==> config.mk <==
export PLATFORM = sky130hd
export DESIGN_NAME = tzif_footer_extractor
export DESIGN_NICKNAME = d
export VERILOG_FILES = /design/src/design/tfe_pkg.sv /design/src/design/tfe_front.sv /design/src/design/tfe_queue.sv /design/src/design/tfe_back.sv /design/src/design/tzif_footer_extractor.sv
export SDC_FILE = /design/constraint.sdc
export NUM_CORES = 1
export LEC_CHECK = 0
export ABC_AREA = 1
export BUFFER_PORTS_ARGS = -buffer_cell sky130_fd_sc_hd__buf_2
export CAP_MARGIN = 40
export CORE_MARGIN = 2
export CORE_UTILIZATION = 52
export DETAILED_ROUTE_END_ITERATION = 6
export GPL_TIMING_DRIVEN = 0
export HOLD_SLACK_MARGIN = 0.08
export PLACE_DENSITY = 0.75
export SLEW_MARGIN = 20
export SYNTH_ARGS = -nofsm -noshare
export SYNTH_HDL_FRONTEND = slang
export SYNTH_SLANG_ARGS = --single-unit
==> constraint.sdc <==
create_clock -name clk -period 10.11 [get_ports clk]
set_clock_uncertainty 0.05 [all_clocks]
set_input_delay 0.5055 -clock clk [delete_from_list [all_inputs] [get_ports clk]]
set_output_delay 0.5055 -clock clk [all_outputs]
set_load 0.005 [all_outputs]
==> src/design/tfe_pkg.sv <==
// Shared types, codes and helper functions for the TZif footer extractor.
`timescale 1ns / 1ps

package tfe_pkg;

  localparam int PENDING_DEPTH_DEFAULT = 16;

  // Command queue between the parser and the result stage.
  localparam int QUEUE_DEPTH = 4;
  localparam int QPTR_W = $clog2(QUEUE_DEPTH);

  // Wide enough for the weighted sum of six 31-bit counts.
  localparam int SKIP_W = 38;

  // Result kinds.
  localparam logic [1:0] KIND_CHAR = 2'd0;
  localparam logic [1:0] KIND_DONE = 2'd1;
  localparam logic [1:0] KIND_ERR  = 2'd2;

  // Error codes.
  localparam logic [2:0] E_MAGIC    = 3'd0;
  localparam logic [2:0] E_VERSION  = 3'd1;
  localparam logic [2:0] E_RESERVED = 3'd2;
  localparam logic [2:0] E_NEGATIVE = 3'd3;
  localparam logic [2:0] E_V1       = 3'd4;
  localparam logic [2:0] E_TRUNC    = 3'd5;
  localparam logic [2:0] E_OVERFLOW = 3'd6;

  // Command opcodes.
  localparam logic [1:0] OP_WS   = 2'd0;
  localparam logic [1:0] OP_CHAR = 2'd1;
  localparam logic [1:0] OP_DONE = 2'd2;
  localparam logic [1:0] OP_ERR  = 2'd3;

  typedef struct packed {
    logic [1:0] op;
    logic [7:0] value;
    logic [2:0] code;
    logic       eof;
  } cmd_t;

  function automatic logic [7:0] magic_byte(input logic [1:0] p);
    logic [7:0] m;
    case (p)
      2'd0: m = 8'h54;
      2'd1: m = 8'h5A;
      2'd2: m = 8'h69;
      default: m = 8'h66;
    endcase
    return m;
  endfunction

  // Bytes per entry of each count in the first and second body.
  function automatic logic [3:0] count_weight(input logic second, input logic [2:0] k);
    logic [3:0] w;
    case (k)
      3'd2: w = second ? 4'd12 : 4'd8;
      3'd3: w = second ? 4'd9 : 4'd5;
      3'd4: w = 4'd6;
      default: w = 4'd1;
    endcase
    return w;
  endfunction

  function automatic logic is_space(input logic [7:0] b);
    return (b == 8'h20) || ((b >= 8'h09) && (b <= 8'h0D));
  endfunction

endpackage

==> src/design/tfe_front.sv <==
// Parser front end: header checks, body skipping and footer word classification.
`timescale 1ns / 1ps

module tfe_front #(
  parameter int PENDING_DEPTH = tfe_pkg::PENDING_DEPTH_DEFAULT
) (
  input  logic                                   clk,
  input  logic                                   rst,
  input  logic                                   byte_valid,
  output logic                                   byte_ready,
  input  logic [7:0]                             data_byte,
  input  logic                                   end_of_file,
  input  logic                                   q_full,
  output logic                                   cmd_push,
  output tfe_pkg::cmd_t                          cmd,
  output logic [$clog2(PENDING_DEPTH+1)-1:0]     cmd_count
);
  import tfe_pkg::*;

  localparam int CW = $clog2(PENDING_DEPTH + 1);

  localparam logic [2:0] PH_HDR1   = 3'd0;
  localparam logic [2:0] PH_BODY1  = 3'd1;
  localparam logic [2:0] PH_HDR2   = 3'd2;
  localparam logic [2:0] PH_BODY2  = 3'd3;
  localparam logic [2:0] PH_FOOTER = 3'd4;
  localparam logic [2:0] PH_WAIT   = 3'd5;

  logic [2:0]        phase, phase_next;
  logic [5:0]        pos, pos_next;
  logic [31:0]       csr, csr_next;
  logic [7:0]        ver, ver_next;
  logic [SKIP_W-1:0] skip, skip_next;
  logic              started, started_next;
  logic [CW-1:0]     pcount, pcount_next;

  logic              accept;
  logic              second;
  logic [5:0]        pk;
  logic [31:0]       csr_shift;
  logic [35:0]       weighted;
  logic [SKIP_W-1:0] skip_add;
  logic              err;
  logic [2:0]        err_code;

  assign byte_ready = !q_full;
  assign accept     = byte_valid && byte_ready;
  assign second     = (phase == PH_HDR2);
  assign pk         = pos - 6'd20;
  assign csr_shift  = {csr[23:0], data_byte};
  assign weighted   = {4'b0, csr_shift} * {32'b0, count_weight(second, pk[4:2])};
  assign skip_add   = skip + {{(SKIP_W-36){1'b0}}, weighted};

  always_comb begin
    phase_next   = phase;
    pos_next     = pos;
    csr_next     = csr;
    ver_next     = ver;
    skip_next    = skip;
    started_next = started;
    pcount_next  = pcount;
    cmd_push     = 1'b0;
    cmd          = '0;
    cmd_count    = '0;
    err          = 1'b0;
    err_code     = E_MAGIC;

    if (accept) begin
      case (phase)
        PH_HDR1, PH_HDR2: begin
          if (pos < 6'd4) begin
            if (data_byte != magic_byte(pos[1:0])) begin
              err      = 1'b1;
              err_code = E_MAGIC;
            end
          end else if (pos == 6'd4) begin
            if (data_byte != 8'h00 && data_byte != 8'h32 && data_byte != 8'h33) begin
              err      = 1'b1;
              err_code = E_VERSION;
            end else if (!second) begin
              ver_next = data_byte;
            end
          end else if (pos < 6'd20) begin
            if (data_byte != 8'h00) begin
              err      = 1'b1;
              err_code = E_RESERVED;
            end
          end else begin
            if (pk[1:0] == 2'd0 && data_byte[7]) begin
              err      = 1'b1;
              err_code = E_NEGATIVE;
            end else begin
              csr_next = csr_shift;
              if (pk[1:0] == 2'd3) begin
                skip_next = skip_add;
              end
            end
          end
          if (!err) begin
            if (pos >= 6'd43) begin
              pos_next = '0;
              csr_next = '0;
              if (!second && ver == 8'h00) begin
                err      = 1'b1;
                err_code = E_V1;
              end else if (second) begin
                phase_next = (skip_next != '0) ? PH_BODY2 : PH_FOOTER;
              end else begin
                phase_next = (skip_next != '0) ? PH_BODY1 : PH_HDR2;
              end
            end else begin
              pos_next = pos + 6'd1;
            end
          end
        end
        PH_BODY1, PH_BODY2: begin
          skip_next = skip - SKIP_W'(1);
          if (skip == SKIP_W'(1)) begin
            phase_next = (phase == PH_BODY1) ? PH_HDR2 : PH_FOOTER;
          end
        end
        PH_FOOTER: begin
          if (is_space(data_byte)) begin
            if (started && !end_of_file) begin
              if (pcount == CW'(PENDING_DEPTH)) begin
                err      = 1'b1;
                err_code = E_OVERFLOW;
              end else begin
                // Interior whitespace goes to the hold buffer at slot pcount.
                cmd_push    = 1'b1;
                cmd.op      = OP_WS;
                cmd.value   = data_byte;
                cmd_count   = pcount;
                pcount_next = pcount + CW'(1);
              end
            end
            if (!err && end_of_file) begin
              cmd_push = 1'b1;
              cmd.op   = OP_DONE;
            end
          end else begin
            cmd_push     = 1'b1;
            cmd.op       = OP_CHAR;
            cmd.value    = data_byte;
            cmd.eof      = end_of_file;
            cmd_count    = pcount;
            pcount_next  = '0;
            started_next = 1'b1;
          end
        end
        default: begin
        end
      endcase

      if (err) begin
        cmd_push   = 1'b1;
        cmd        = '0;
        cmd.op     = OP_ERR;
        cmd.code   = err_code;
        cmd_count  = '0;
        phase_next = PH_WAIT;
      end else if (end_of_file && phase_next != PH_FOOTER && phase_next != PH_WAIT) begin
        cmd_push = 1'b1;
        cmd.op   = OP_ERR;
        cmd.code = E_TRUNC;
      end else if (end_of_file && phase != PH_FOOTER && phase_next == PH_FOOTER) begin
        // The word that ended the second header or body also ends the file: empty footer.
        cmd_push = 1'b1;
        cmd.op   = OP_DONE;
      end

      if (end_of_file) begin
        phase_next   = PH_HDR1;
        pos_next     = '0;
        csr_next     = '0;
        ver_next     = '0;
        skip_next    = '0;
        started_next = 1'b0;
        pcount_next  = '0;
      end
    end
  end

  always_ff @(posedge clk) begin
    if (rst) begin
      phase   <= PH_HDR1;
      pos     <= '0;
      csr     <= '0;
      ver     <= '0;
      skip    <= '0;
      started <= 1'b0;
      pcount  <= '0;
    end else begin
      phase   <= phase_next;
      pos     <= pos_next;
      csr     <= csr_next;
      ver     <= ver_next;
      skip    <= skip_next;
      started <= started_next;
      pcount  <= pcount_next;
    end
  end

`ifndef ASSERT_OFF
  a_pcount_bound: assert property (@(posedge clk) disable iff (rst)
    pcount <= CW'(PENDING_DEPTH))
    else $error("held whitespace count beyond buffer depth");

  a_held_needs_start: assert property (@(posedge clk) disable iff (rst)
    !started |-> (pcount == '0))
    else $error("whitespace held before the footer started");
`endif

endmodule

==> src/design/tfe_queue.sv <==
// Short command queue between the parser and the result stage.
`timescale 1ns / 1ps

module tfe_queue #(
  parameter int PENDING_DEPTH = tfe_pkg::PENDING_DEPTH_DEFAULT
) (
  input  logic                               clk,
  input  logic                               rst,
  input  logic                               push,
  input  tfe_pkg::cmd_t                      push_cmd,
  input  logic [$clog2(PENDING_DEPTH+1)-1:0] push_count,
  input  logic                               pop,
  output logic                               full,
  output logic                               empty,
  output tfe_pkg::cmd_t                      head_cmd,
  output logic [$clog2(PENDING_DEPTH+1)-1:0] head_count
);
  import tfe_pkg::*;

  localparam int CW = $clog2(PENDING_DEPTH + 1);

  cmd_t              q_cmd [QUEUE_DEPTH];
  logic [CW-1:0]     q_cnt [QUEUE_DEPTH];
  logic [QPTR_W-1:0] wr_ptr, rd_ptr;
  logic [QPTR_W:0]   fill;

  assign full       = (fill == (QPTR_W+1)'(QUEUE_DEPTH));
  assign empty      = (fill == '0);
  assign head_cmd   = q_cmd[rd_ptr];
  assign head_count = q_cnt[rd_ptr];

  always_ff @(posedge clk) begin
    if (push) begin
      q_cmd[wr_ptr] <= push_cmd;
      q_cnt[wr_ptr] <= push_count;
    end
  end

  always_ff @(posedge clk) begin
    if (rst) begin
      wr_ptr <= '0;
      rd_ptr <= '0;
      fill   <= '0;
    end else begin
      if (push) begin
        wr_ptr <= wr_ptr + QPTR_W'(1);
      end
      if (pop) begin
        rd_ptr <= rd_ptr + QPTR_W'(1);
      end
      if (push && !pop) begin
        fill <= fill + (QPTR_W+1)'(1);
      end else if (pop && !push) begin
        fill <= fill - (QPTR_W+1)'(1);
      end
    end
  end

`ifndef ASSERT_OFF
  a_no_overrun: assert property (@(posedge clk) disable iff (rst)
    push |-> (!full || pop))
    else $error("command queue written while full");

  a_no_underrun: assert property (@(posedge clk) disable iff (rst)
    pop |-> !empty)
    else $error("command queue read while empty");
`endif

endmodule

==> src/design/tfe_back.sv <==
// Result stage: whitespace hold buffer, flush sequencing and the output register.
`timescale 1ns / 1ps

module tfe_back #(
  parameter int PENDING_DEPTH = tfe_pkg::PENDING_DEPTH_DEFAULT
) (
  input  logic                               clk,
  input  logic                               rst,
  input  tfe_pkg::cmd_t                      head_cmd,
  input  logic [$clog2(PENDING_DEPTH+1)-1:0] head_count,
  input  logic                               empty,
  output logic                               pop,
  output logic                               result_valid,
  input  logic                               result_ready,
  output logic [1:0]                         kind,
  output logic [7:0]                         char_byte,
  output logic [2:0]                         error_code,
  output logic                               last_of_run
);
  import tfe_pkg::*;

  localparam int CW = $clog2(PENDING_DEPTH + 1);
  localparam int IW = (PENDING_DEPTH > 1) ? $clog2(PENDING_DEPTH) : 1;

  localparam logic [2:0] ST_IDLE    = 3'd0;
  localparam logic [2:0] ST_FLUSH_A = 3'd1;
  localparam logic [2:0] ST_FLUSH_D = 3'd2;
  localparam logic [2:0] ST_CHAR    = 3'd3;
  localparam logic [2:0] ST_DONE    = 3'd4;

  logic [7:0]    mem [PENDING_DEPTH];
  logic [7:0]    rd_data;
  logic          mem_we;

  logic [2:0]    state, state_next;
  logic [CW-1:0] idx, idx_next;
  logic [CW-1:0] flush_n;
  logic [7:0]    held_char;
  logic          held_eof;

  logic          can_load;
  logic          load;
  logic [1:0]    ld_kind;
  logic [7:0]    ld_char;
  logic [2:0]    ld_code;
  logic          ld_last;

  assign can_load = !result_valid || result_ready;

  always_comb begin
    state_next = state;
    idx_next   = idx;
    pop        = 1'b0;
    mem_we     = 1'b0;
    load       = 1'b0;
    ld_kind    = KIND_CHAR;
    ld_char    = '0;
    ld_code    = '0;
    ld_last    = 1'b0;

    case (state)
      ST_IDLE: begin
        if (!empty) begin
          case (head_cmd.op)
            OP_WS: begin
              pop    = 1'b1;
              mem_we = 1'b1;
            end
            OP_CHAR: begin
              if (can_load) begin
                pop = 1'b1;
                if (head_count == '0) begin
                  load    = 1'b1;
                  ld_kind = KIND_CHAR;
                  ld_char = head_cmd.value;
                  ld_last = !head_cmd.eof;
                  if (head_cmd.eof) begin
                    state_next = ST_DONE;
                  end
                end else begin
                  idx_next   = '0;
                  state_next = ST_FLUSH_A;
                end
              end
            end
            OP_DONE: begin
              if (can_load) begin
                pop     = 1'b1;
                load    = 1'b1;
                ld_kind = KIND_DONE;
                ld_last = 1'b1;
              end
            end
            OP_ERR: begin
              if (can_load) begin
                pop     = 1'b1;
                load    = 1'b1;
                ld_kind = KIND_ERR;
                ld_code = head_cmd.code;
                ld_last = 1'b1;
              end
            end
            default: begin
              pop = 1'b1;
            end
          endcase
        end
      end
      ST_FLUSH_A: begin
        // The buffer read issued at idx lands in rd_data on this edge.
        state_next = ST_FLUSH_D;
      end
      ST_FLUSH_D: begin
        if (can_load) begin
          load    = 1'b1;
          ld_kind = KIND_CHAR;
          ld_char = rd_data;
          if (idx + CW'(1) == flush_n) begin
            state_next = ST_CHAR;
          end else begin
            idx_next   = idx + CW'(1);
            state_next = ST_FLUSH_A;
          end
        end
      end
      ST_CHAR: begin
        if (can_load) begin
          load       = 1'b1;
          ld_kind    = KIND_CHAR;
          ld_char    = held_char;
          ld_last    = !held_eof;
          state_next = held_eof ? ST_DONE : ST_IDLE;
        end
      end
      ST_DONE: begin
        if (can_load) begin
          load       = 1'b1;
          ld_kind    = KIND_DONE;
          ld_last    = 1'b1;
          state_next = ST_IDLE;
        end
      end
      default: begin
        state_next = ST_IDLE;
      end
    endcase
  end

  always_ff @(posedge clk) begin
    if (mem_we) begin
      mem[head_count[IW-1:0]] <= head_cmd.value;
    end
    rd_data <= mem[idx[IW-1:0]];
  end

  always_ff @(posedge clk) begin
    if (pop && head_cmd.op == OP_CHAR) begin
      held_char <= head_cmd.value;
      held_eof  <= head_cmd.eof;
      flush_n   <= head_count;
    end
    if (load) begin
      kind        <= ld_kind;
      char_byte   <= ld_char;
      error_code  <= ld_code;
      last_of_run <= ld_last;
    end
  end

  always_ff @(posedge clk) begin
    if (rst) begin
      state        <= ST_IDLE;
      idx          <= '0;
      result_valid <= 1'b0;
    end else begin
      state <= state_next;
      idx   <= idx_next;
      if (load) begin
        result_valid <= 1'b1;
      end else if (result_ready) begin
        result_valid <= 1'b0;
      end
    end
  end

`ifndef ASSERT_OFF
  a_flush_in_range: assert property (@(posedge clk) disable iff (rst)
    (state == ST_FLUSH_D) |-> (idx < flush_n))
    else $error("flush index ran past the held whitespace count");

  a_code_only_on_error: assert property (@(posedge clk) disable iff (rst)
    (result_valid && kind != KIND_ERR) |-> (error_code == '0))
    else $error("error code set on a non-error result");
`endif

endmodule

==> src/design/tzif_footer_extractor.sv <==
// TZif footer extractor, top level. A word's first result passes through the command queue and
// the output register; held whitespace flushed ahead of it adds the registered buffer reads.
// Throughput: one word per cycle, set by the parser; it stalls only on a full command queue.
// A character after k > 0 held whitespace words steps through FLUSH_A and FLUSH_D per word, as
// each buffer read is registered, then ST_CHAR; one on the last word adds a done result.
// Reset (rst, synchronous) clears parser, queue and result_valid, not the whitespace buffer.
`timescale 1ns / 1ps

module tzif_footer_extractor #(
  parameter int PENDING_DEPTH = tfe_pkg::PENDING_DEPTH_DEFAULT
) (
  input  logic       clk,
  input  logic       rst,
  input  logic       byte_valid,
  output logic       byte_ready,
  input  logic [7:0] data_byte,
  input  logic       end_of_file,
  output logic       result_valid,
  input  logic       result_ready,
  output logic [1:0] kind,
  output logic [7:0] char_byte,
  output logic [2:0] error_code,
  output logic       last_of_run
);
  import tfe_pkg::*;

  localparam int CW = $clog2(PENDING_DEPTH + 1);

  logic          q_full;
  logic          q_empty;
  logic          cmd_push;
  logic          cmd_pop;
  cmd_t          push_cmd;
  cmd_t          head_cmd;
  logic [CW-1:0] push_count;
  logic [CW-1:0] head_count;

  tfe_front #(
    .PENDING_DEPTH(PENDING_DEPTH)
  ) u_front (
    .clk        (clk),
    .rst        (rst),
    .byte_valid (byte_valid),
    .byte_ready (byte_ready),
    .data_byte  (data_byte),
    .end_of_file(end_of_file),
    .q_full     (q_full),
    .cmd_push   (cmd_push),
    .cmd        (push_cmd),
    .cmd_count  (push_count)
  );

  tfe_queue #(
    .PENDING_DEPTH(PENDING_DEPTH)
  ) u_queue (
    .clk       (clk),
    .rst       (rst),
    .push      (cmd_push),
    .push_cmd  (push_cmd),
    .push_count(push_count),
    .pop       (cmd_pop),
    .full      (q_full),
    .empty     (q_empty),
    .head_cmd  (head_cmd),
    .head_count(head_count)
  );

  tfe_back #(
    .PENDING_DEPTH(PENDING_DEPTH)
  ) u_back (
    .clk         (clk),
    .rst         (rst),
    .head_cmd    (head_cmd),
    .head_count  (head_count),
    .empty       (q_empty),
    .pop         (cmd_pop),
    .result_valid(result_valid),
    .result_ready(result_ready),
    .kind        (kind),
    .char_byte   (char_byte),
    .error_code  (error_code),
    .last_of_run (last_of_run)
  );

endmodule
After elaboration in Yosys (flattened, before gate mapping)
Memories as Yosys holds them, arrays and structs flattened. A register that Yosys moved wholly into a read port is not among the register bits.
Cells that the tools add are included.
Widths: inputs -> output; s select.
{"block": "word_totals", "output_inout_bits": 16, "mem_count": 3, "reg_bits": 137, "inputBits": 13, "word_cells": 322, "ram_bits": 204}
{"name": "u_back.mem", "depth": 16, "width": 8, "read_ports": 1, "rd_ports_with_merged_regs": 1, "write_ports": 1, "line": "tfe_back.sv:31", "rtl": "logic [7:0] mem [PENDING_DEPTH];"}
{"name": "u_queue.q_cmd", "depth": 4, "width": 14, "read_ports": 1, "rd_ports_with_merged_regs": 1, "write_ports": 1, "line": "tfe_queue.sv:22", "rtl": "cmd_t q_cmd [QUEUE_DEPTH];"}
{"name": "u_queue.q_cnt", "depth": 4, "width": 5, "read_ports": 1, "rd_ports_with_merged_regs": 1, "write_ports": 1, "line": "tfe_queue.sv:23", "rtl": "logic [CW-1:0] q_cnt [QUEUE_DEPTH];"}
{"block": "classes", "eq_ne": 46, "reduce_logical": 57, "bitwise_logic": 3, "order_cmp": 5, "mux": 177, "n_mul": 1, "n_addsub": 10}
{"op": "$mux 38", "count": 8}
{"op": "$mux 32", "count": 8}
{"op": "$mux 8", "count": 17}
{"op": "$mux 3", "count": 33}
{"op": "$mux 5", "count": 17}
{"op": "$pmux 38 s2", "count": 1}
{"op": "$mux 1", "count": 55}
{"op": "$add 38x36->38", "count": 1}
{"op": "$eq 38x1->1 const B", "count": 1}
{"op": "$reduce_bool 38->1", "count": 1}
{"op": "$sub 38x1->38 const B", "count": 1}
{"op": "$mul 32x4->36", "count": 1}
{"op": "$mux 10", "count": 3}
{"op": "$mux 2", "count": 14}
{"op": "$mux 6", "count": 4}
{"op": "$pmux 8 s3", "count": 1}
{"op": "$eq 3x2->1 const B", "count": 6}
{"op": "$pmux 6 s3", "count": 1}
{"op": "$ne 2x2->1 const B", "count": 8}
{"op": "$ne 8x6->1 const B", "count": 2}
{"op": "$eq 3x3->1 const B", "count": 5}
{"op": "$logic_and 1x1->1", "count": 15}
{"op": "$ne 3x3->1 const B", "count": 5}
{"op": "$pmux 3 s5", "count": 1}
{"op": "47 further kinds", "count": 90}

Logic depth before layout (Yosys ltp)
Gate-level depths: netlist of run 1.
{"block": "logic_depth", "word_depth": 30, "mapped_depth": 56, "ltp_nobuf": 54}

Hierarchy
A second synthesis of run 1 with hierarchy kept.
{"block": "unflattened", "hier_cells": 2675, "hier_area_um2": 21695.8}
{"module": "tfe_front", "area_each_um2": 11343.4, "seq_area_each_um2": 1701.6, "cells_each": 1845, "n_inst": 1}
{"module": "tfe_back", "area_each_um2": 7050.5, "seq_area_each_um2": 5024.8, "cells_each": 588, "n_inst": 1}
{"module": "tfe_queue", "area_each_um2": 3301.9, "seq_area_each_um2": 2462.4, "cells_each": 242, "n_inst": 1}

Least setup slack after synthesis of run 1
OpenSTA, ideal clock, no wires.
{"block": "synth_path", "path_kind": "reg-to-reg", "start": "reg u_front.phase[2]", "end": "reg u_queue.fill[2]", "period_less_slack_ps": 6908, "arrival_ps": 6736, "path_slack_ps": 3202, "path_buffers": 2, "setup_ps": 122, "required_time_ps": 9938, "path_stages_with_launch": 51, "path_cell_list": "dfxtp_1 -> buf_2 -> inv_2 -> nand2_4 -> nor2_4 -> nand3_1 -> nand2_1 -> nand2_1 -> inv_2 -> buf_1 -> nand2_1 -> fa_1 -> fa_1 -> fa_1 -> inv_1 -> ha_1 -> nand3_1 -> nand3_1 -> [15 not listed] -> o21ai_0 -> nand2_1 -> o211ai_1 -> nand3_1 -> nand2_1 -> nand2_2 -> nor2_1 -> nand3_2 -> nand2_4 -> nand2_4 -> inv_1 -> ha_1 -> inv_1 -> fa_1 -> a21oi_1 -> o21ai_0 -> o21ai_0 -> a21oi_1"}
{"block": "synth_via", "elab_chain_cells": 29, "elab_cells_between_ends": 55, "cone_classes": "add/sub (1); mul (1); eq/ne (8); mux (31); reduce/logical (14)"}
{"element": "start: declaration", "line": "tfe_front.sv:29", "rtl": "logic [2:0] phase, phase_next;"}
{"element": "start signal: assignment", "line": "tfe_front.sv:194", "rtl": "phase <= phase_next;"}
{"element": "$eq 3x2->1", "line": "tfe_front.sv:48, tfe_front.sv:69"}
{"element": "$mux 4 / $mux 3 (equally long branches)", "line": "tfe_pkg.sv:58, tfe_pkg.sv:57"}
{"element": "$pmux 4 s3", "line": "tfe_pkg.sv:56", "rtl": "case (k)"}
{"element": "$mul 32x4->36", "line": "tfe_front.sv:51", "rtl": "assign weighted = {4'b0, csr_shift} * {32'b0, count_weight(second, pk[4:2])};"}
{"element": "$add 38x36->38", "line": "tfe_front.sv:52", "rtl": "assign skip_add = skip + {{(SKIP_W-36){1'b0}}, weighted};"}
{"element": "$mux 38", "line": "tfe_front.sv:94", "rtl": "if (pk[1:0] == 2'd3) begin"}
{"element": "$mux 38", "line": "tfe_front.sv:89", "rtl": "if (pk[1:0] == 2'd0 && data_byte[7]) begin"}
{"element": "$mux 38", "line": "tfe_front.sv:83", "rtl": "end else if (pos < 6'd20) begin"}
{"element": "[14 not listed]"}
{"element": "$mux 1 / $logic_and 1x1->1 (equally long branches)", "line": "tfe_front.sv:166, tfe_front.sv:162"}
{"element": "$mux 1", "line": "tfe_front.sv:162", "rtl": "end else if (end_of_file && phase_next != PH_FOOTER && phase_next != PH_WAIT) begin"}
{"element": "$mux 1 *", "line": "tfe_front.sv:155", "rtl": "if (err) begin"}
{"element": "$mux 1 *", "line": "tfe_front.sv:68", "rtl": "if (accept) begin"}
{"element": "net cmd_push", "line": "tzif_footer_extractor.sv:31", "rtl": "logic cmd_push;"}
{"element": "$logic_not 1->1", "line": "tfe_queue.sv:53", "rtl": "end else if (pop && !push) begin"}
{"element": "$logic_and 1x1->1", "line": "tfe_queue.sv:53"}
{"element": "$reduce_bool 2->1 (no line)"}
{"element": "end signal: assignment", "line": "tfe_queue.sv:52", "rtl": "fill <= fill + (QPTR_W+1)'(1);"}
{"element": "end signal: assignment", "line": "tfe_queue.sv:54", "rtl": "fill <= fill - (QPTR_W+1)'(1);"}
{"element": "end: declaration", "line": "tfe_queue.sv:25", "rtl": "logic [QPTR_W:0] fill;"}
Mark *: on every way through the listed nets, which the timed path passes. The rest lies on a longest branch. The select of a mux whose other input is x is not followed.
A chain may end at the register's enable or synchronous reset.

Worst setup path after layout of run 1
{"block": "layout_path", "start": "reg u_front.phase[0]", "end": "reg u_queue.fill[2]"}
Same word-level chain as after synthesis.

==> impl_metrics.env, run 1 <==
export IMPL_status="complete, but fails checks"
export IMPL_violations="DRC"
export IMPL_synth_seq_cells=343
export IMPL_maxCapViolCount=0
export IMPL_synth_edf_count=232
export IMPL_die_w_um=207.6
export IMPL_ir_worst_vdd_mv=0.1696
export IMPL_cts_buffers=36
export IMPL_hold_end="u_front.ver[0]"
export IMPL_power_share_clock=0.301
export IMPL_place_ws_ns=1.522
export IMPL_cts_max_level=2
export IMPL_r2r_start="u_front.phase[0]"
export IMPL_die_h_um=207.6
export IMPL_leakage_nw=10.32
export IMPL_grt_antenna_before_repair=1
export IMPL_ctsResizeCount=0
export IMPL_rsz0062_at_grt="false"
export IMPL_fin_crit_ns=8.705
export IMPL_insertedDiodeCount=0
export IMPL_holdPathStages=3
export IMPL_drc=1
export IMPL_cts_hold_buf=0
export IMPL_cp_common_cell="nand2_1"
export IMPL_drt_iter0_drc=1974
export IMPL_min_path_type="input pin to flop"
export IMPL_synth_cells=2606
export IMPL_dp_hpwl_um=46430
export IMPL_grt_pass1_wl_um=94330
export IMPL_timing_rr_end="u_queue.fill[2]"
export IMPL_clock_sinks=343
export IMPL_start_util=0.5277
export IMPL_num_vias=18290
export IMPL_overflow=0
export IMPL_cts_tree="yes"
export IMPL_fin_setup_tns_ns=0
export IMPL_dieArea_sq_um=43080
export IMPL_drtPass1Iterations=7
export IMPL_max_clock_freq_mhz=114.9
export IMPL_grt_pass1_vias=17640
export IMPL_setup_violations=0
export IMPL_rows=74
export IMPL_grt_use_total=0.2789
export IMPL_yosysSeqAreaShare=0.4265
export IMPL_hp_start="data_byte[0]"
export IMPL_cp_start_kind="flop"
export IMPL_p_total_w=0.004538
export IMPL_routed_wl_um=60740
export IMPL_reg2reg_setup_slack_ns=1.41
export IMPL_powerDensity_nw_per_um2=190.8
export IMPL_end_kind="flop"
export IMPL_placed_cell_area_sq_um=22500
export IMPL_clock_latency_ns=0.55
export IMPL_swShare=0.3506
export IMPL_fillers=3521
export IMPL_worstPathRequired_ns=10.49
export IMPL_io_buffers=24
export IMPL_fin_area_sq_um=23790
export IMPL_cp_slowest_cell="fa_1"
export IMPL_worst_pin_slew_ns=0.8990
export IMPL_finalCritPeriodShare=0.8610
export IMPL_syn_avg_cell_area_sq_um=8.268
export IMPL_grt_max_degree=19
export IMPL_ys_warn_count=0
export IMPL_r2r_cells=50
export IMPL_cellInternalPower_w=0.002947
export IMPL_io_pins=29
export IMPL_syn_num_nets=2774
export IMPL_p_seq_frac=0.404
export IMPL_crit_arrival_ns=9.08
export IMPL_core_area_sq_um=40830
export IMPL_post_synth_instance_area_sq_um=21550
export IMPL_maxSlewViolCount=0
export IMPL_cts_root_buf="clkbuf_16"
export IMPL_cp_max_fo=10
export IMPL_post_cts_buffers=0
export IMPL_ant_nets=0
export IMPL_cts_buffer_depth=3
export IMPL_syn_to_final_growth_pct=10.39
export IMPL_combinationalPowerShare=0.295
export IMPL_critPathMaxStageDelay_ns=0.55
export IMPL_async_flop_share=0
export IMPL_drive_above_1_share=0.06745
export IMPL_relSlewSlack=0.4007
export IMPL_clk_pin_slew_worst_paths_ns=0.06
export IMPL_switchingPower_w=0.001591
export IMPL_critical_path_class="flop to flop"
export IMPL_via_per_inst=5.637
export IMPL_final_hold_viol_count=0
export IMPL_synth_distinct_cells=57
export IMPL_synth_ff_type="edfxtp_1"
export IMPL_finalNetCount=2854
export IMPL_gp_congestion=0.9493
export IMPL_setup_slack_ns=1.405
export IMPL_wire_per_inst_um=18.72
-- worst max-delay path, delay by kind of cell (launching register included) --
kind	cells	cell delay (ns)
simple gates	28	3.40
flops	1	0.36
fa+ha+maj	7	2.62
buf+inv	7	1.18
compound gates	8	0.95
-- how the worst max path moves through the flow --
stage	startpoint	to	slack [ns]	cells after the start
floorplan	u_front.phase[2]	u_queue.fill[2]	3.20	50
global placement	u_front.phase[0]	u_queue.q_cmd[3][6]	1.70	43
detailed placement	u_front.phase[0]	u_queue.fill[2]	1.52	50
CTS	u_front.phase[0]	u_queue.fill[2]	1.47	50
global route	u_front.phase[2]	u_queue.fill[2]	0.57	51
finish	u_front.phase[0]	u_queue.fill[2]	1.41	50
-- cells by family after synthesis --
| logic type | after synthesis | synth area share |
|---|---|---|
| adder cells (fa/ha/maj) | 155 | 0.1228 |
| buffers and inverters | 497 | 0.08885 |
| XOR/XNOR | 45 | 0.01829 |
| AND/OR/NAND/NOR | 1148 | 0.2223 |
| flip-flops | 343 | 0.4265 |
| multiplexers | 25 | 0.01161 |
| AO/OA/AOI/OAI | 393 | 0.1097 |
-- through the flow --
stage | util | hold slack, ns | instances
after CTS | 0.5810 | 0.2290 | 3237
after detailed placement | 0.5511 | 0.3910 | 3172
after floorplan | - | 0.3616 | 2606
final | 0.5826 | 0.2475 | 3245
after global placement | 0.5469 | 0.3721 | 3162
after global routing | 0.5826 | 0.2387 | 3245
-- metal layers --
metal / track usage / wire, um / up-vias
li1: - / - / 8704
met1: 0.3576 / 24040 / 8560
met2: 0.4605 / 28670 / 831
met3: 0.04357 / 4794 / 196
met4: 0.1401 / 3227 / 2
met5: 0 / 12 / -
-- cell usage after synthesis, types with 3 or more instances --
library cell    n  area [sq um]
nor2_4          5         56.30
nand2_1       647          2429
inv_2          19         71.32
edfxtp_1      232          6967
fa_1           94          1882
o32ai_1         5         43.79
and2_1          3         18.77
buf_2          14         70.07
nor2_1        280          1051
o211ai_1       53         397.9
nand3_2         3         30.03
xor2_1         38         332.8
xnor2_1         7         61.31
o22ai_1        13         81.33
or2_2           3         18.77
mux2i_1        25         250.2
clkbuf_1       60         225.2
o221ai_1       29         254.0
a31oi_1        12         75.07
ha_1           61         763.2
nand3_1       121         605.6
buf_4           4         30.03
a22oi_1         6         45.04
inv_1         388          1456
o21ai_0       118         590.6
nor2_2          6         37.54
buf_1           7         26.28
nand4_1        16         100.1
o21ai_1        18         90.09
nand2_2         4         25.02
a211oi_1        9         67.56
nor4_1          8         50.05
dfxtp_1       111          2222
nor3_1         36         180.2
a32oi_1         4         35.03
o311ai_0        3         26.28
a21oi_1       114         570.6
or2_1           3         18.77
nand2_4         3         33.78
-- power by group through the flow --
stage	combinational (W)	clock (W)	sequential, W
final	0.00134	0.00137	0.00183
after global routing	0.00147	0.00144	0.00184
after CTS	0.00132	0.00138	0.00183
after detailed placement	0.00131	0	0.00186
after global placement	0.00121	0	0.00186
after floorplan	0.000846	0	0.00185
-- final cells by class --
class                           instances  area, sq um  area share
Buffer                                 87        374.1     0.01573
Clock inverter                         17        163.9    0.006891
Clock buffer                           48         1059     0.04450
Tap cell                              532        665.6     0.02798
Timing Repair Buffer                   42        301.5     0.01268
Sequential cell                       343         9189      0.3863
Multi-Input combinational cell       1766        10490      0.4412
Inverter                              410         1540     0.06475
-- cell usage in the layout (no fill, tap or decap), types with 16 or more instances in the layout --
cell type	n
o211ai_1	53
nand4_1	16
nand3_1	121
inv_2	19
nor3_1	36
fa_1	94
clkbuf_1	63
mux2i_1	25
dfxtp_1	111
nor2_1	280
o21ai_0	118
ha_1	61
a21oi_1	114
clkbuf_16	38
inv_1	388
edfxtp_1	232
o221ai_1	29
buf_2	39
nand2_1	647
o21ai_1	18
xor2_1	38
-- flip-flops by register name (all words and copies together) (netlist names), 3 cells and up, named ones only --
register and cells:
u_back.char_byte 8, u_back.error_code 3, u_back.flush_n 5, u_back.held_char 8
u_back.idx 5, u_back.mem 128, u_back.rd_data 8, u_back.state 3
u_front.csr 24, u_front.pcount 5, u_front.phase 3, u_front.pos 6
u_front.skip 38, u_front.ver 8, u_queue.fill 3, u_queue.q_cmd 56
u_queue.q_cnt 20
Note: power is estimated with default switching activity, not from simulation.
==> run 2: changes to the inputs <==
--- a/config.mk
+++ b/config.mk
@@ -13,7 +13,7 @@
 export DETAILED_ROUTE_END_ITERATION = 6
 export GPL_TIMING_DRIVEN = 0
 export HOLD_SLACK_MARGIN = 0.08
-export PLACE_DENSITY = 0.75
+export PLACE_DENSITY_LB_ADDON = 0.3
 export SLEW_MARGIN = 20
 export SYNTH_ARGS = -nofsm -noshare
 export SYNTH_HDL_FRONTEND = slang
==> impl_metrics.env, run 2 (synthesis gave the netlist of run 1 again) <==
export IMPL_status="finished clean"
export IMPL_syn_to_final_growth_pct=10.38
export IMPL_core_area_sq_um=40830
export IMPL_num_vias=18140
export IMPL_cts_tree="yes"
export IMPL_clk_pin_slew_worst_paths_ns=0.06
export IMPL_fin_crit_ns=8.867
export IMPL_clock_latency_ns=0.57
export IMPL_die_h_um=207.6
export IMPL_final_common_cell="nand2_1"
export IMPL_maxCapViolCount=0
export IMPL_clock_sinks=343
export IMPL_reg2reg_setup_slack_ns=1.24
export IMPL_cp_common_cell="nand2_1"
export IMPL_r2r_start="u_front.phase[0]"
export IMPL_power_share_clock=0.301
export IMPL_cts_buffers=37
export IMPL_fillers=3592
export IMPL_cp_max_fo=10
export IMPL_cts_max_level=2
export IMPL_worstPathRequired_ns=10.51
export IMPL_critical_path_top_delay_family="simple AND/OR/NAND/NOR gates"
export IMPL_via_per_inst=5.588
export IMPL_cellInternalPower_w=0.002942
export IMPL_end_kind="flop"
export IMPL_io_buffers=24
export IMPL_dieArea_sq_um=43080
export IMPL_fin_setup_tns_ns=0
export IMPL_ir_worst_vdd_mv=0.1515
export IMPL_grt_pass1_vias=17790
export IMPL_r2r_cells=50
export IMPL_finalCritPeriodShare=0.8770
export IMPL_worst_pin_slew_ns=0.8596
export IMPL_grt_antenna_before_repair=0
export IMPL_cts_root_buf="clkbuf_16"
export IMPL_drive_above_1_share=0.06556
export IMPL_p_seq_frac=0.401
export IMPL_gp_congestion=0.9519
export IMPL_hold_end="u_front.ver[0]"
export IMPL_grt_use_total=0.2806
export IMPL_max_clock_freq_mhz=112.8
export IMPL_io_pins=29
export IMPL_ant_nets=0
export IMPL_crit_arrival_ns=9.27
export IMPL_dp_hpwl_um=46940
export IMPL_wire_per_inst_um=18.75
export IMPL_combinationalPowerShare=0.297
export IMPL_insertedDiodeCount=0
export IMPL_powerDensity_nw_per_um2=191.4
export IMPL_ctsResizeCount=0
export IMPL_drt_iter0_drc=1643
export IMPL_cts_buffer_depth=3
export IMPL_critPathMaxStageDelay_ns=0.55
export IMPL_maxSlewViolCount=0
export IMPL_multi_input_area_sq_um=10490
export IMPL_cts_hold_buf=0
export IMPL_overflow=0
export IMPL_relSlewSlack=0.4248
export IMPL_layout_common_cells="647 x nand2_1, 388 x inv_1, 280 x nor2_1, 232 x edfxtp_1, 121 x nand3_1"
export IMPL_crit_buf_inv=7
export IMPL_drtPass1Iterations=5
export IMPL_cp_start_kind="flop"
export IMPL_holdPathStages=3
export IMPL_finalNetCount=2854
export IMPL_largest_reg_flops=128
export IMPL_drc=0
export IMPL_setup_violations=0
export IMPL_timing_rr_end="u_queue.fill[2]"
export IMPL_min_path_type="input pin to flop"
export IMPL_leakage_nw=10.29
export IMPL_post_cts_buffers=0
export IMPL_swShare=0.3538
export IMPL_hp_start="data_byte[0]"
export IMPL_switchingPower_w=0.001611
export IMPL_start_util=0.5277
export IMPL_finish_utilization=0.5825
export IMPL_rows=74
export IMPL_grt_max_degree=19
export IMPL_rsz0062_at_grt="false"
export IMPL_grt_pass1_wl_um=95550
export IMPL_cp_slowest_cell="fa_1"
export IMPL_final_hold_viol_count=0
export IMPL_routed_wl_um=60880
export IMPL_critical_path_class="flop to flop"
export IMPL_die_w_um=207.6
export IMPL_seq_area_sq_um=9189
[run 2: cell count changes in the layout (fill, tap and decap cells not counted), sizes merged]
cell | previous run | this run
bufinv | 2 | 3
buf | 69 | 68
clkinv | 14 | 12
clkbuf | 108 | 110
clkinvlp | 1 | 3
[run 2: area by class of cell]
type | count | area share
plain buffers | 87 | 0.01573
clock buffers | 50 | 0.04140
repair buffers | 41 | 0.01252
inverters | 410 | 0.06476
well taps | 532 | 0.02799
clock inverters | 18 | 0.01005
multi-input cells | 1766 | 0.4412
flip-flops and latches | 343 | 0.3863
[run 2: how the worst max path moves through the flow]
| stage | startpoint | to | slack (ns) | cells after the start |
|---|---|---|---|---|
| after global routing | u_front.phase[0] | u_queue.fill[2] | 0.58 | 50 |
| after CTS | u_front.phase[0] | u_queue.fill[2] | 1.31 | 50 |
| after detailed placement | u_front.phase[0] | u_queue.fill[2] | 1.37 | 50 |
| final | u_front.phase[0] | u_queue.fill[2] | 1.24 | 50 |
| after global placement | u_front.phase[0] | u_queue.q_cmd[3][11] | 1.50 | 43 |
| after floorplan | u_front.phase[2] | u_queue.fill[2] | 3.20 | 50 |
[run 2: stage by stage]
stage	setup slack, ns	power (W)	hold slack, ns	cell area (sq um)	cells
after floorplan	3.202	0.002693	0.3616	21550	2606
after global placement	1.501	0.003087	0.3722	22330	3162
after detailed placement	1.368	0.003185	0.3931	22550	3177
after CTS	1.315	0.004551	0.2151	23770	3245
after global routing	0.5762	0.004765	0.2269	23780	3247
final	1.243	0.004553	0.2384	23780	3247
[run 2: worst register-to-register path, delay by kind of cell (launching register included)]
kind	cells	cell delay, ns
compound gates	8	0.99
flops	1	0.36
buf+inv	7	1.15
simple gates	28	3.63
fa+ha+maj	7	2.61
[run 2: power by group through the flow]
stage	registers, W	clock network [W]	logic, W
finish	0.00183	0.00137	0.00135
global route	0.00184	0.00144	0.00149
CTS	0.00183	0.00139	0.00134
detailed placement	0.00186	0	0.00133
global placement	0.00186	0	0.00123
floorplan	0.00185	0	0.000846
[run 2: layer usage]
metal	vias to the layer above	routed length, um	track usage
li1	8703	-	-
met1	8627	25470	0.3589
met2	680	29300	0.4808
met3	133	3800	0.04024
met4	0	2319	0.1118
met5	-	0	0
